==> config.mk <==
export PLATFORM = sky130hd
export DESIGN_NAME = hash_preimage_bruteforce_top
export DESIGN_NICKNAME = d
export VERILOG_FILES = /design/src/design/hpb_pkg.sv /design/src/design/hpb_front.sv /design/src/design/hpb_search.sv /design/src/design/hash_preimage_bruteforce_top.sv
export VERILOG_INCLUDE_DIRS = /design/src /design/src/design
export SDC_FILE = /design/constraint.sdc
export NUM_CORES = 1
export LEC_CHECK = 0
export BUFFER_PORTS_ARGS = -buffer_cell sky130_fd_sc_hd__buf_2
export CAP_MARGIN = 10
export CORE_AREA = 2 2 190 379
export DETAILED_ROUTE_END_ITERATION = 10
export DIE_AREA = 0 0 192 381
export PLACE_DENSITY_LB_ADDON = 0.12
export SLEW_MARGIN = 30
export SYNTH_ARGS = -nofsm -noshare
export SYNTH_HDL_FRONTEND = slang
export SYNTH_SLANG_ARGS = --single-unit
==> constraint.sdc <==
create_clock -name i_clk -period 13.92 [get_ports i_clk]
set_input_delay 1.392 -clock i_clk [delete_from_list [all_inputs] [get_ports i_clk]]
set_output_delay 1.392 -clock i_clk [all_outputs]
set_load 0.03 [all_outputs]
==> src/design/hash_preimage_bruteforce_top_assert.svh <==
// Assertion macros shared by the preimage search modules.
`ifndef HASH_PREIMAGE_BRUTEFORCE_TOP_ASSERT_SVH
`define HASH_PREIMAGE_BRUTEFORCE_TOP_ASSERT_SVH

// The condition must hold at every clock edge outside reset.
`define HPB_ASSERT_ALWAYS(lbl, cond, msg) \
    lbl: assert property (@(posedge i_clk) disable iff (!i_rst_n) (cond)) \
        else $error(msg);

// When the antecedent holds, the consequent must hold in the same cycle.
`define HPB_ASSERT_IMPLY(lbl, ante, cons, msg) \
    lbl: assert property (@(posedge i_clk) disable iff (!i_rst_n) (ante) |-> (cons)) \
        else $error(msg);

// When the antecedent holds, the consequent must hold in the next cycle.
`define HPB_ASSERT_NEXT(lbl, ante, cons, msg) \
    lbl: assert property (@(posedge i_clk) disable iff (!i_rst_n) (ante) |=> (cons)) \
        else $error(msg);

`endif

==> src/design/hpb_pkg.sv <==
// Types, constants and constant tables of the preimage search.
package hpb_pkg;

    localparam int MAX_LEN_LIMIT = 8;
    localparam int TAB_IDX_W     = 4;
    localparam int QUEUE_DEPTH   = 2;
    localparam int CHAR_FIELDS   = 5;

    localparam logic [63:0] HASH_SEED   = 64'h1234;
    localparam logic [63:0] HASH_MUL    = 64'd33;
    localparam logic [63:0] LETTER_BASE = 64'd97;
    localparam logic [6:0]  CHAR_BIAS   = 7'd96;
    localparam logic [4:0]  LETTER_SPAN = 5'd26;

    typedef logic [MAX_LEN_LIMIT:0][63:0] t_tab;

    typedef enum logic [1:0] {
        S_IDLE,
        S_OFFSET,
        S_RANGE,
        S_DIGIT
    } t_state;

    typedef struct packed {
        logic        valid;
        logic [63:0] target;
    } t_job;

    // Powers of 33, indexed by exponent.
    function automatic t_tab pow_table();
        t_tab        tab;
        logic [63:0] p;
        p = 64'd1;
        for (int k = 0; k <= MAX_LEN_LIMIT; k++) begin
            tab[k] = p;
            p      = p * HASH_MUL;
        end
        return tab;
    endfunction

    // Hash of the all-'a' string of each length minus the letter offsets,
    // i.e. seed*33^len + 97*(33^(len-1)+...+1), modulo 2^64.
    function automatic t_tab offset_table();
        t_tab        tab;
        logic [63:0] p;
        logic [63:0] ones;
        p    = 64'd1;
        ones = 64'd0;
        for (int k = 0; k <= MAX_LEN_LIMIT; k++) begin
            tab[k] = HASH_SEED * p + LETTER_BASE * ones;
            p      = p * HASH_MUL;
            ones   = ones * HASH_MUL + 64'd1;
        end
        return tab;
    endfunction

endpackage

==> src/design/hpb_front.sv <==
// Request intake: accepts targets and buffers them in a short queue.
module hpb_front (
    input  logic         i_clk,
    input  logic         i_rst_n,
    input  logic         i_valid,
    output logic         o_stall,
    input  logic [63:0]  i_target_hash,
    output hpb_pkg::t_job o_job,
    input  logic         i_pop
);
    import hpb_pkg::*;

    `include "hash_preimage_bruteforce_top_assert.svh"

    localparam int PTR_W = (QUEUE_DEPTH > 1) ? $clog2(QUEUE_DEPTH) : 1;
    localparam int CNT_W = $clog2(QUEUE_DEPTH + 1);

    logic [63:0]      r_mem [QUEUE_DEPTH];
    logic [PTR_W-1:0] r_wr_ptr;
    logic [PTR_W-1:0] r_rd_ptr;
    logic [CNT_W-1:0] r_count;
    logic             w_push;
    logic             w_pop;

    assign o_stall      = (r_count == CNT_W'(QUEUE_DEPTH));
    assign w_push       = i_valid && !o_stall;
    assign w_pop        = i_pop && o_job.valid;
    assign o_job.valid  = (r_count != '0);
    assign o_job.target = r_mem[r_rd_ptr];

    always_ff @(posedge i_clk) begin
        if (!i_rst_n) begin
            r_wr_ptr <= '0;
            r_rd_ptr <= '0;
            r_count  <= '0;
        end else begin
            if (w_push) begin
                r_wr_ptr <= (r_wr_ptr == PTR_W'(QUEUE_DEPTH - 1)) ? '0 : r_wr_ptr + 1'b1;
            end
            if (w_pop) begin
                r_rd_ptr <= (r_rd_ptr == PTR_W'(QUEUE_DEPTH - 1)) ? '0 : r_rd_ptr + 1'b1;
            end
            if (w_push && !w_pop) begin
                r_count <= r_count + 1'b1;
            end else if (w_pop && !w_push) begin
                r_count <= r_count - 1'b1;
            end
        end
    end

    always_ff @(posedge i_clk) begin
        if (w_push) begin
            r_mem[r_wr_ptr] <= i_target_hash;
        end
    end

    `HPB_ASSERT_ALWAYS(a_count_bound, r_count <= CNT_W'(QUEUE_DEPTH), "queue count overflow")
    `HPB_ASSERT_IMPLY(a_pop_nonempty, i_pop, r_count != '0, "pop from empty queue")
    `HPB_ASSERT_NEXT(a_push_grows, w_push && !w_pop, r_count == $past(r_count) + 1'b1, "push lost")

endmodule

==> src/design/hpb_search.sv <==
// Search engine: tests each length in closed form and extracts the letters.
module hpb_search #(
    parameter int MAX_LENGTH = 5
) (
    input  logic          i_clk,
    input  logic          i_rst_n,
    input  hpb_pkg::t_job i_job,
    output logic          o_pop,
    output logic          o_valid,
    input  logic          i_stall,
    output logic          o_found,
    output logic [2:0]    o_length,
    output logic [6:0]    o_char_0,
    output logic [6:0]    o_char_1,
    output logic [6:0]    o_char_2,
    output logic [6:0]    o_char_3,
    output logic [6:0]    o_char_4
);
    import hpb_pkg::*;

    `include "hash_preimage_bruteforce_top_assert.svh"

    localparam int   LEN_W     = $clog2(MAX_LENGTH + 1);
    localparam int   DIG_IDX_W = (MAX_LENGTH > 1) ? $clog2(MAX_LENGTH) : 1;
    localparam t_tab PW_TAB    = pow_table();
    localparam t_tab OFS_TAB   = offset_table();

    t_state                r_state, n_state;
    logic [LEN_W-1:0]      r_len, n_len;
    logic [TAB_IDX_W-1:0]  r_pidx, n_pidx;
    logic [DIG_IDX_W-1:0]  r_didx, n_didx;
    logic [4:0]            r_q, n_q;
    logic [63:0]           r_d, n_d;
    logic [63:0]           r_target, n_target;
    logic [4:0]            r_dig [MAX_LENGTH];
    logic [4:0]            n_dig [MAX_LENGTH];

    logic                  r_out_valid;
    logic                  r_found;
    logic [2:0]            r_length;
    logic [6:0]            r_chars [CHAR_FIELDS];

    logic [TAB_IDX_W-1:0]  w_len_idx;
    logic [64:0]           w_sub;
    logic                  w_fin;
    logic                  w_fin_found;
    logic                  w_next_len;
    logic [6:0]            w_char [CHAR_FIELDS];

    assign w_len_idx = TAB_IDX_W'(r_len);
    // Borrow out of this subtraction means the remainder is below the power.
    assign w_sub     = {1'b0, r_d} - {1'b0, PW_TAB[r_pidx]};

    always_comb begin
        n_state     = r_state;
        n_len       = r_len;
        n_pidx      = r_pidx;
        n_didx      = r_didx;
        n_q         = r_q;
        n_d         = r_d;
        n_target    = r_target;
        n_dig       = r_dig;
        o_pop       = 1'b0;
        w_fin       = 1'b0;
        w_fin_found = 1'b0;
        w_next_len  = 1'b0;
        case (r_state)
            S_IDLE: begin
                if (i_job.valid && !r_out_valid) begin
                    o_pop    = 1'b1;
                    n_target = i_job.target;
                    n_len    = LEN_W'(1);
                    n_state  = S_OFFSET;
                end
            end
            S_OFFSET: begin
                n_d     = r_target - OFS_TAB[w_len_idx];
                n_state = S_RANGE;
            end
            S_RANGE: begin
                if (r_d < PW_TAB[w_len_idx]) begin
                    n_pidx  = TAB_IDX_W'(w_len_idx - TAB_IDX_W'(1));
                    n_didx  = '0;
                    n_q     = '0;
                    n_state = S_DIGIT;
                end else begin
                    w_next_len = 1'b1;
                end
            end
            S_DIGIT: begin
                if (!w_sub[64]) begin
                    // A 26th subtraction would mean a digit that is no letter.
                    if (r_q == LETTER_SPAN - 5'd1) begin
                        w_next_len = 1'b1;
                    end else begin
                        n_d = w_sub[63:0];
                        n_q = r_q + 5'd1;
                    end
                end else begin
                    n_dig[r_didx] = r_q + 5'd1;
                    n_q           = '0;
                    if (r_pidx == '0) begin
                        w_fin       = 1'b1;
                        w_fin_found = 1'b1;
                    end else begin
                        n_pidx = r_pidx - 1'b1;
                        n_didx = r_didx + 1'b1;
                    end
                end
            end
            default: begin
                n_state = S_IDLE;
            end
        endcase
        if (w_next_len) begin
            if (r_len == LEN_W'(MAX_LENGTH)) begin
                w_fin = 1'b1;
            end else begin
                n_len   = r_len + 1'b1;
                n_state = S_OFFSET;
            end
        end
        if (w_fin) begin
            n_state = S_IDLE;
        end
    end

    for (genvar g = 0; g < CHAR_FIELDS; g++) begin : g_char
        if (g < MAX_LENGTH) begin : g_used
            assign w_char[g] = (TAB_IDX_W'(g) < w_len_idx) ?
                               CHAR_BIAS + 7'(n_dig[g]) : 7'd0;
        end else begin : g_unused
            assign w_char[g] = 7'd0;
        end
    end

    always_ff @(posedge i_clk) begin
        if (!i_rst_n) begin
            r_state     <= S_IDLE;
            r_out_valid <= 1'b0;
        end else begin
            r_state <= n_state;
            if (w_fin) begin
                r_out_valid <= 1'b1;
            end else if (r_out_valid && !i_stall) begin
                r_out_valid <= 1'b0;
            end
        end
    end

    always_ff @(posedge i_clk) begin
        r_len    <= n_len;
        r_pidx   <= n_pidx;
        r_didx   <= n_didx;
        r_q      <= n_q;
        r_d      <= n_d;
        r_target <= n_target;
        r_dig    <= n_dig;
        if (w_fin) begin
            r_found  <= w_fin_found;
            r_length <= w_fin_found ? 3'(r_len) : 3'd0;
            for (int k = 0; k < CHAR_FIELDS; k++) begin
                r_chars[k] <= w_fin_found ? w_char[k] : 7'd0;
            end
        end
    end

    assign o_valid  = r_out_valid;
    assign o_found  = r_found;
    assign o_length = r_length;
    assign o_char_0 = r_chars[0];
    assign o_char_1 = r_chars[1];
    assign o_char_2 = r_chars[2];
    assign o_char_3 = r_chars[3];
    assign o_char_4 = r_chars[4];

    `HPB_ASSERT_IMPLY(a_nf_zero, o_valid && !o_found, o_length == 3'd0 && o_char_0 == 7'd0, "miss not zero")
    `HPB_ASSERT_IMPLY(a_pop_free, o_pop, !r_out_valid && r_state == S_IDLE, "job taken while busy")
    `HPB_ASSERT_ALWAYS(a_digit_bound, r_state != S_DIGIT || r_q < LETTER_SPAN, "digit out of range")
    `HPB_ASSERT_NEXT(a_fin_valid, w_fin, o_valid && r_state == S_IDLE, "result not posted")

endmodule

==> src/design/hash_preimage_bruteforce_top.sv <==
// Each length costs one offset subtract and one range compare, then compare-subtract steps.
// One request per search: the engine takes the next one the cycle after its result
// transaction, and a two-entry queue buffers the requests that wait.
// Reset (synchronous, active low) empties the queue, idles the engine and drops any result.
module hash_preimage_bruteforce_top #(
    parameter int MAX_LENGTH = 5
) (
    input  logic        i_clk,
    input  logic        i_rst_n,
    input  logic        i_valid,
    output logic        o_stall,
    input  logic [63:0] i_target_hash,
    output logic        o_valid,
    input  logic        i_stall,
    output logic        o_found,
    output logic [2:0]  o_length,
    output logic [6:0]  o_char_0,
    output logic [6:0]  o_char_1,
    output logic [6:0]  o_char_2,
    output logic [6:0]  o_char_3,
    output logic [6:0]  o_char_4
);
    import hpb_pkg::*;

    t_job w_job;
    logic w_pop;

    hpb_front u_front (
        .i_clk         (i_clk),
        .i_rst_n       (i_rst_n),
        .i_valid       (i_valid),
        .o_stall       (o_stall),
        .i_target_hash (i_target_hash),
        .o_job         (w_job),
        .i_pop         (w_pop)
    );

    hpb_search #(
        .MAX_LENGTH (MAX_LENGTH)
    ) u_search (
        .i_clk    (i_clk),
        .i_rst_n  (i_rst_n),
        .i_job    (w_job),
        .o_pop    (w_pop),
        .o_valid  (o_valid),
        .i_stall  (i_stall),
        .o_found  (o_found),
        .o_length (o_length),
        .o_char_0 (o_char_0),
        .o_char_1 (o_char_1),
        .o_char_2 (o_char_2),
        .o_char_3 (o_char_3),
        .o_char_4 (o_char_4)
    );

endmodule
==> results of run 1 <==
[synthesized netlist by cell type (all sizes together) (4+ instances only)]
cell and n:
edfxtp 301, a21oi 166, nor2 139, nand2 126, ha 124, inv 101, dfxtp 86, o21ai 78
xnor2 72, mux2 71, clkbuf 49, xor2 48, a21o 40, nand3 38, nor3 31, a211oi 28
and2 22, mux2i 22, a31oi 18, buf 18, nor2b 18, nand4 16, o21a 16, and3 14
nor4 14, o31ai 12, a211o 11, a21boi 11, o21bai 11, or3 11, nor3b 10, o211ai 10
or4 10, nand2b 7, or2 6, a2111oi 5, a311o 4, and3b 4, nand3b 4, nand4b 4
[per-stage QoR]
stage,power (mW),instance area (sq um)
6_report,5.38,23200
3_3_place_gp,4.33,21800
3_5_place_dp,4.31,21800
5_1_grt,5.80,23200
4_1_cts,5.45,23100
2_1_floorplan,3.63,20300
[path summary, 6_finish.rpt]
| path | start | endpoint | slack [ps] | depth (start not counted) |
|---|---|---|---|---|
| max | u_search.r_d[0]$_DFFE_PP_ | flop | 9350 | 15 |
| min | u_search.r_dig[10]$_DFF_P_ | u_search.r_dig[10]$_DFF_P_ | 450 | 2 |
| min reg2reg | u_search.r_dig[10]$_DFF_P_ | u_search.r_dig[10]$_DFF_P_ | 450 | 2 |
| max reg2reg | u_search.r_d[0]$_DFFE_PP_ | flop | 9350 | 15 |
[critical path, delay by kind of cell (launching register included)]
family | cells | cell delay (ps)
adder cells (fa/ha/maj) | 2 | 500
flip-flops | 1 | 430
multiplexers | 1 | 550
AO/OA/AOI/OAI | 4 | 1030
AND/OR/NAND/NOR | 5 | 1470
buffers and inverters | 3 | 450
[power groups by stage]
stage,registers (mW),clock network [mW],logic (mW)
after global routing,1.92,1.17,2.70
final,1.89,1.09,2.41
after detailed placement,1.92,0,2.40
after global placement,1.92,0,2.41
after CTS,1.89,1.14,2.41
after floorplan,1.84,0,1.79
[routing by layer]
layer / routed length [um] / vias up / track usage [%]
li1: - / 6896 / -
met5: 0 / - / 0
met1: 24400 / 6471 / 19.3
met2: 24000 / 201 / 23.0
met3: 1470 / 61 / 1.65
met4: 1460 / 0 / 4.65
[kinds of logic after synthesis]
kind of cell | after synthesis | share of synthesized area (%)
AOI/OAI and AO/OA | 442 | 13.8
DFF | 387 | 53.1
muxes | 93 | 5.11
xor gates and xnor gates | 120 | 5.19
adders and majority gates | 125 | 7.76
buffers and inverters | 168 | 3.31
and+or+nand+nor | 483 | 11.8
[final cells by class]
| class | count | area (sq um) | area share [%] |
|---|---|---|---|
| Multi-Input combinational cell | 1263 | 8920 | 38.5 |
| Inverter | 101 | 379 | 1.64 |
| Clock buffer | 52 | 1070 | 4.60 |
| Tap cell | 910 | 1140 | 4.92 |
| Sequential cell | 387 | 10800 | 46.5 |
| Timing Repair Buffer | 124 | 661 | 2.85 |
| Clock inverter | 19 | 229 | 0.989 |
[cell usage in the layout (no fill, tap or decap), types with 6 or more instances in the layout]
cell       instances
mux2i_1           20
a211oi_1          28
a21oi_1          165
nor3_1            29
a211o_1           11
o21bai_1          11
nand3_1           37
nor2_1           137
buf_4             16
nand2b_1           7
or2_2              6
nor4_1            11
ha_1             124
a21o_1            40
o21a_1            16
nor3b_1            9
buf_2            108
or3_1             11
nor2b_1           18
edfxtp_1         301
a21boi_0          11
nand4_1           16
and2_1            20
or4_1              8
and3_1            13
o31ai_1           11
xnor2_1           71
inv_1             99
clkbuf_16         40
xor2_1            46
o21ai_0           70
mux2_2            70
o211ai_1           9
nand2_1          125
dfxtp_1           85
a31oi_1           18
clkbuf_1          10
==> flow_metrics.py, run 1 <==
metrics = {
    "pwr": {
        "power_frac_clock_pct": 20.2,
        "p_per_area_nw_per_um2": 232,
        "p_leak_nw": 8.57,
        "sw_frac_of_total_pct": 39.8,
        "p_comb_share_pct": 44.7,
        "ir_worst_vdd_uv": 112,
        "p_sw_mw": 2.14,
        "power.internal_mw": 3.24,
        "p_seq_share_pct": 35.1,
    },
    "yosys": {
        "netlist_area_sq_um": 20300,
        "synth_seq_area_share_pct": 53.1,
        "synth_top_area_share_pct": 44.6,
        "yosys.area.top_type": "edfxtp_1",
        "ys_ff_latch": 387,
        "synthFlopType": "edfxtp_1",
        "ys_types": 82,
        "syn_area_per_cell_sq_um": 11.1,
        "synthesis.nets": 2011,
        "async_reset_ff_share_pct": 0,
        "yosys_warnings": 0,
        "synthCells": 1818,
        "synth-edff-count": 301,
        "yosys-top-cells-area": "edfxtp_1 45%, dfxtp_1 8.5%, ha_1 7.7%, a21oi_1 4.1%, mux2_2 3.9%",
    },
    "floorplanning": {
        "die_height_um": 381,
        "core_sq_um": 70400,
        "die-area_sq_um": 73200,
        "ios": 109,
        "die_w_um": 192,
        "num_rows": 138,
        "initial_core_util_pct": 28.8,
    },
    "global_routing": {
        "grt_pass1_wl_um": 80000,
        "track_usage_pct": 14.1,
        "antenna_found_initial": 0,
        "overflow": 0,
        "grt_pass1_vias": 13779,
        "grt_max_degree": 67,
    },
    "drt": {
        "post_drt_wl_per_cell_um": 18.0,
        "post_drt_via_cell_ratio": 4.77,
        "drt-initial-drc-count": 705,
        "drtPass1Iterations": 5,
        "routed_wl_um": 51400,
        "drc": 0,
        "final_antenna_net_count": 0,
        "vias": 13629,
    },
    "clocking": {
        "ctsResizeCount": 0,
        "cts_made_buffers": 40,
        "cts_root_buf": "clkbuf_16",
        "clockBufferDepth": 3,
        "ctsHoldBuffers": 0,
        "cts_setup_buffers": 0,
        "cts_max_level": 2,
        "clkSlewWorstSetupHoldPaths_ps": 70,
        "cts_tree": "built",
        "cts.sinks": 387,
        "clkLatencyLatePin_ps": 570,
    },
    "worst_setup_path": {
        "cp_data_arrival_time_ps": 5000,
        "crit_chain": "inv_1 -> ha_1 -> or4b_1 -> and4_1 -> o211ai_1 -> nand2_1 -> and3_1 -> o21ai_1 -> a32oi_1 -> mux2i_2 -> inv_1 -> ha_1 -> inv_1 -> and2_1 -> a21oi_1",
        "end_kind": "flop",
        "path_class": "reg -> reg",
        "critPathLaunchType": "flop",
        "cpMaxStageDelayCell": "or4b_1",
        "critical_path_required_ps": 14350,
        "crit_top_cell": "inv_1",
        "worstPathMaxFanout": 8,
        "slowest_delay_ps": 590,
    },
    "sta": {
        "final.setup.tns_ps": 0,
        "rsz0062_at_grt": "no",
        "skew_ps": 30.3,
        "slew_headroom_pct": 35.0,
        "period_needed_ps": 4570,
        "period_share_pct": 32.8,
        "setup_violations": 0,
        "max_freq_ghz": 0.219,
        "whs_ps": 451,
        "finalHoldViolations": 0,
        "drv_slew": 0,
        "worst_slew_pin_slew_ps": 963,
        "setup_slack_ps": 9350,
    },
    "final_layout": {
        "nets": 2110,
        "final_util_pct": 32.9,
        "layoutNonFillerInstCount": 2856,
        "area_growth_pct": 14.3,
        "diodes": 0,
        "fillers": 7215,
        "final_layout_size_suffix_gt1_share_pct": 14.8,
    },
    "status": {
        "status": "completed",
    },
    "place": {
        "routabilityCongestion": 0.839,
        "dp_hpwl_um": 37800,
        "io_buffers": 108,
        "place_ws_ps": 9260,
        "dpl.cell_count": 2785,
    },
    "worst_hold_path": {
        "hp-class": "reg -> reg",
    },
    "flow_run": {
        "maxCapViolCount": 0,
    },
}
Power figures use the tool's default switching activity.
==> run 2: changes to the inputs <==
clock period = 4.1 ns   (was 13.92 ns; I/O delays follow)
==> run 2 against run 1 <==
Effect of this change:
- via count increased by 2.9%
- first-iteration DRC count increased by 5.4%
- critical path depth decreased by 2
- non-clock buffer count increased by 86
- clock skew decreased by 5.6 ps
- final area increased by 3.7%
==> flow_metrics.py, run 2 (synthesis gave the netlist of run 1 again) <==
metrics = {
    "worst_setup_path": {
        "crit_top_cell": "o21ai_0",
        "crit_chain": "inv_1 -> ha_1 -> nor2b_1 -> o31a_1 -> buf_4 -> a21boi_0 -> o21ai_0 -> a311o_1 -> a221o_1 -> a41o_1 -> a21oi_1 -> xor2_1 -> o21ai_0",
        "cp_data_arrival_time_ps": 4220,
        "worstPathMaxFanout": 3,
        "end_kind": "flop",
        "slowest_delay_ps": 480,
        "critical_path_required_ps": 4380,
        "path_class": "reg -> reg",
        "critPathLaunchType": "flop",
        "cpMaxStageDelayCell": "a311o_1",
    },
    "global_routing": {
        "overflow": 0,
        "antenna_found_initial": 1,
        "grt_pass1_wl_um": 81500,
        "grt_pass1_vias": 14519,
        "grt_max_degree": 67,
        "track_usage_pct": 14.3,
    },
    "drt": {
        "final_antenna_net_count": 0,
        "drt-initial-drc-count": 743,
        "post_drt_via_cell_ratio": 4.77,
        "drtPass1Iterations": 5,
        "drc": 0,
        "vias": 14029,
        "routed_wl_um": 52300,
        "post_drt_wl_per_cell_um": 17.8,
    },
    "clocking": {
        "cts_made_buffers": 40,
        "cts_tree": "built",
        "cts_root_buf": "clkbuf_16",
        "clkLatencyLatePin_ps": 560,
        "clockBufferDepth": 3,
        "clkSlewWorstSetupHoldPaths_ps": 70,
        "cts_max_level": 2,
        "cts.sinks": 387,
    },
    "final_layout": {
        "final_layout_size_suffix_gt1_share_pct": 17.4,
        "nets": 2196,
        "multi_input_area_sq_um": 8960,
        "area_growth_pct": 18.5,
        "layoutNonFillerInstCount": 2944,
        "fillers": 7199,
        "final-seq-area_sq_um": 10800,
        "final_common_cell": "edfxtp_1",
        "final_cell_mix": "301 x edfxtp_1, 165 x a21oi_1, 137 x nor2_1",
    },
    "floorplanning": {
        "ios": 109,
        "initial_core_util_pct": 28.8,
        "num_rows": 138,
        "die-area_sq_um": 73200,
        "core_sq_um": 70400,
        "die_height_um": 381,
        "die_w_um": 192,
    },
    "sta": {
        "skew_ps": 24.7,
        "period_share_pct": 96.0,
        "worst_slew_pin_slew_ps": 866,
        "drv_slew": 0,
        "setup_violations": 0,
        "slew_headroom_pct": 42.1,
        "period_needed_ps": 3940,
        "max_freq_ghz": 0.254,
        "finalHoldViolations": 0,
    },
    "pwr": {
        "p_per_area_nw_per_um2": 780,
        "ir_worst_vdd_uv": 433,
        "total_power_mw": 18.7,
        "p_leak_nw": 8.98,
    },
    "place": {
        "dp_hpwl_um": 38900,
        "io_buffers": 108,
        "dpl.cell_count": 2835,
        "routabilityCongestion": 0.833,
    },
    "worst_hold_path": {
        "hp-class": "in -> reg",
    },
    "status": {
        "status": "completed",
    },
    "flow_run": {
        "maxCapViolCount": 0,
    },
}
-- run 2: cell count changes in the layout (fill, tap and decap cells not counted), moves of 3 or more --
cell	before	now
buf_4	16	65
dlygate4sd3_1	0	31
clkinv_2	1	8
buf_12	0	6
ha_1	124	121
-- run 2: repair_timing --
action                                  in CTS  in global routing
setup buffers                                0                  5
resized for setup                            1                 17
hold buffers                                31                  0
endpoints found under the setup margin       1                 36
hold endpoints to repair                    59                  0
-- run 2: where the power goes --
group,leakage (nW),internal [mW],switching [mW]
clock network,0.641,2.13,1.57
registers,3.48,5.71,0.567
logic,4.86,3.48,5.27
-- run 2: cell type report --
type / count / area share (%)
clock inverters: 22 / 0.969
diodes: 1 / 0.0104
inverters: 101 / 1.59
well taps: 910 / 4.74
flip-flops and latches: 387 / 44.8
clock buffers: 50 / 4.50
multi-input cells: 1263 / 37.3
repair buffers: 210 / 6.07
-- run 2: path summary, 6_finish.rpt --
kind                              start                             to  slack, ps  cells past startpoint
max           u_search.r_len[1]$_DFF_P_     u_search.r_d[27]$_DFFE_PP_        160                     13
min                    i_target_hash[8]  u_front.r_mem[1][8]$_DFFE_PP_         40                      1
max reg2reg   u_search.r_len[1]$_DFF_P_     u_search.r_d[27]$_DFFE_PP_        160                     13
min reg2reg  u_search.r_dig[11]$_DFF_P_     u_search.r_dig[11]$_DFF_P_        450                      2
-- run 2: per-layer routing --
layer	routed length (um)	global-route usage, %	vias to the layer above
li1	-	-	7067
met1	23600	18.1	6644
met2	25700	25.1	244
met3	1440	1.56	74
met4	1560	4.74	0
met5	0	0	-
-- run 2: metrics by stage --
| step | utilization (%) | worst slack [ps] | hold WS (ps) | setup TNS (ps) | cell area [sq um] |
|---|---|---|---|---|---|
| after floorplan | - | -17.3 | 417 | -17.3 | 20300 |
| after global placement | 31.6 | 72.2 | 430 | 0 | 22300 |
| after detailed placement | 31.6 | 11.3 | 438 | 0 | 22300 |
| after CTS | 33.9 | 50.7 | 0.867 | 0 | 23900 |
| after global routing | 34.1 | -12.8 | 7.99 | -12.8 | 24000 |
| final | 34.1 | 164 | 36.0 | 0 | 24000 |
-- run 2: critical path, delay by kind of cell, from the launching register on --
family	cells	cell delay, ps
AO/OA/AOI/OAI	8	2250
XOR/XNOR	1	290
adder cells (fa/ha/maj)	1	290
buffers and inverters	2	380
flip-flops	1	310
AND/OR/NAND/NOR	1	140
==> run 3: changes to the inputs <==
REMOVE_ABC_BUFFERS = 1   (was default)
==> run 3 against run 2 <==
Effect of this change:
- register-to-register slack improved by 110 ps
- count of clock-buffer cells in the layout fell by 4
- non-clock buffer count is 34 higher
- clock skew increased by 7.4 ps
- critical path type unchanged
- highest routed layer unchanged
==> flow_metrics.py, run 3 (synthesis gave the netlist of run 1 again) <==
metrics = {
    "status": {
        "status": "completed",
    },
    "pwr": {
        "p_leak_nw": 9.18,
        "total_power_mw": 18.7,
        "ir_worst_vdd_uv": 397,
        "p_seq_share_pct": 33.7,
        "power_frac_clock_pct": 20.2,
        "p_sw_mw": 7.30,
        "p_per_area_nw_per_um2": 771,
        "sw_frac_of_total_pct": 39.0,
        "p_comb_share_pct": 46.0,
        "power.internal_mw": 11.4,
    },
    "sta": {
        "final.setup.tns_ps": 0,
        "drv_slew": 0,
        "max_freq_ghz": 0.261,
        "setup_violations": 0,
        "rsz0062_at_grt": "no",
        "skew_ps": 32.1,
        "period_share_pct": 93.3,
        "period_needed_ps": 3830,
        "worst_slew_pin_slew_ps": 807,
        "slew_headroom_pct": 45.8,
        "finalHoldViolations": 0,
        "whs_ps": 45.0,
    },
    "worst_setup_path": {
        "crit_chain": "inv_1 -> ha_1 -> fa_1 -> nor2b_1 -> o211ai_1 -> a21oi_1 -> o21a_1 -> o41ai_1 -> buf_4 -> a2111oi_0 -> buf_4 -> o31ai_1 -> buf_4 -> nand3_1 -> xor2_1 -> mux2i_1",
        "end_kind": "flop",
        "critPathLaunchType": "flop",
        "critical_path_required_ps": 4370,
        "slowest_delay_ps": 440,
        "cp_data_arrival_time_ps": 4100,
        "cpLargestDelayFamily": "compound AO/OA/AOI/OAI gates",
        "crit_top_cell": "buf_4",
        "crit_buf_inv": 4,
        "cpMaxStageDelayCell": "a2111oi_0",
        "path_class": "reg -> reg",
        "worstPathMaxFanout": 8,
    },
    "final_layout": {
        "final_common_cell": "edfxtp_1",
        "area_growth_pct": 19.9,
        "final_layout_size_suffix_gt1_share_pct": 18.4,
        "final_cell_mix": "301 x edfxtp_1, 165 x a21oi_1, 137 x nor2_1",
        "layoutNonFillerInstCount": 2977,
        "diodes": 0,
        "fillers": 7188,
        "postLayoutCellArea_sq_um": 24300,
        "nets": 2229,
    },
    "drt": {
        "post_drt_wl_per_cell_um": 17.4,
        "post_drt_via_cell_ratio": 4.72,
        "routed_wl_um": 51800,
        "drc": 0,
        "vias": 14055,
        "drtPass1Iterations": 5,
        "final_antenna_net_count": 0,
        "drt-initial-drc-count": 633,
    },
    "clocking": {
        "cts_max_level": 2,
        "cts_made_buffers": 39,
        "clkLatencyLatePin_ps": 570,
        "clkSlewWorstSetupHoldPaths_ps": 60,
        "cts_tree": "built",
        "clockBufferDepth": 3,
        "cts.sinks": 387,
        "cts_setup_buffers": 0,
        "cts_root_buf": "clkbuf_16",
    },
    "flow_run": {
        "maxCapViolCount": 0,
    },
    "global_routing": {
        "overflow": 0,
        "antenna_found_initial": 0,
        "grt_pass1_wl_um": 81400,
        "grt_max_degree": 66,
        "grt_pass1_vias": 14504,
        "track_usage_pct": 14.3,
    },
    "floorplanning": {
        "ios": 109,
        "core_sq_um": 70400,
        "die_height_um": 381,
        "initial_core_util_pct": 28.8,
        "die_w_um": 192,
        "die-area_sq_um": 73200,
        "num_rows": 138,
    },
    "place": {
        "detailed_place.area_sq_um": 22600,
        "routabilityCongestion": 0.847,
        "dp_hpwl_um": 38700,
        "dpl.cell_count": 2869,
        "io_buffers": 108,
    },
    "worst_hold_path": {
        "hp-class": "in -> reg",
    },
}
## run 3: changes by cell type in the layout (fill, tap and decap cells not counted), sizes merged
| cell | change |
|---|---|
| buf | +29 |
| clkinvlp | -1 |
| bufinv | +2 |
| clkinv | +1 |
| clkbuf | -4 |
| diode | -1 |
| dlygate4sd3 | +5 |
| inv | +2 |
## run 3: layer usage
layer	track usage, %	up-vias	routed length (um)
li1	-	7135	-
met1	19.0	6619	24000
met2	23.9	228	24900
met3	1.65	73	1370
met4	5.03	0	1550
met5	0	-	0
## run 3: timing repair
item / in CTS / in global routing
hold endpoints to repair: 72 / 0
hold buffers: 36 / 0
gates resized for setup: 0 / 3
setup endpoints to repair: 0 / 5
## run 3: cell type report
type / instances / area [sq um] / share of cell area [%]
tap: 910 / 1140 / 4.69
clock buffer: 46 / 1040 / 4.30
inverter: 101 / 379 / 1.56
sequential: 387 / 10800 / 44.3
clock inverter: 26 / 303 / 1.25
timing repair buffer: 244 / 1750 / 7.21
multi-input combinational: 1263 / 8910 / 36.7
## run 3: power by group through the flow
stage          clock network [mW]  registers (mW)  logic (mW)
2_1_floorplan                   0            5.96        4.83
3_3_place_gp                    0            6.40        8.69
3_5_place_dp                    0            6.41        8.61
4_1_cts                      3.96            6.33        8.69
5_1_grt                      4.07            6.43        9.68
6_report                     3.79            6.32        8.63
## run 3: final timing paths
check / cells after the start / to / slack (ps) / startpoint
setup / recovery: 16 / u_search.r_d[60]$_DFFE_PP_ / 270 / u_search.r_target[0]$_DFFE_PP_
hold / removal: 1 / u_front.r_mem[1][18]$_DFFE_PP_ / 50 / i_target_hash[18]
setup reg to reg: 16 / u_search.r_d[60]$_DFFE_PP_ / 270 / u_search.r_target[0]$_DFFE_PP_
hold reg to reg: 2 / u_search.r_dig[11]$_DFF_P_ / 450 / u_search.r_dig[11]$_DFF_P_
## run 3: through the flow
| stage | setup slack [ps] | util, % |
|---|---|---|
| finish | 273 | 34.5 |
| global route | 11.3 | 34.5 |
| CTS | 184 | 34.5 |
| detailed placement | 243 | 32.0 |
| global placement | 275 | 32.0 |
| floorplan | -4810 | - |
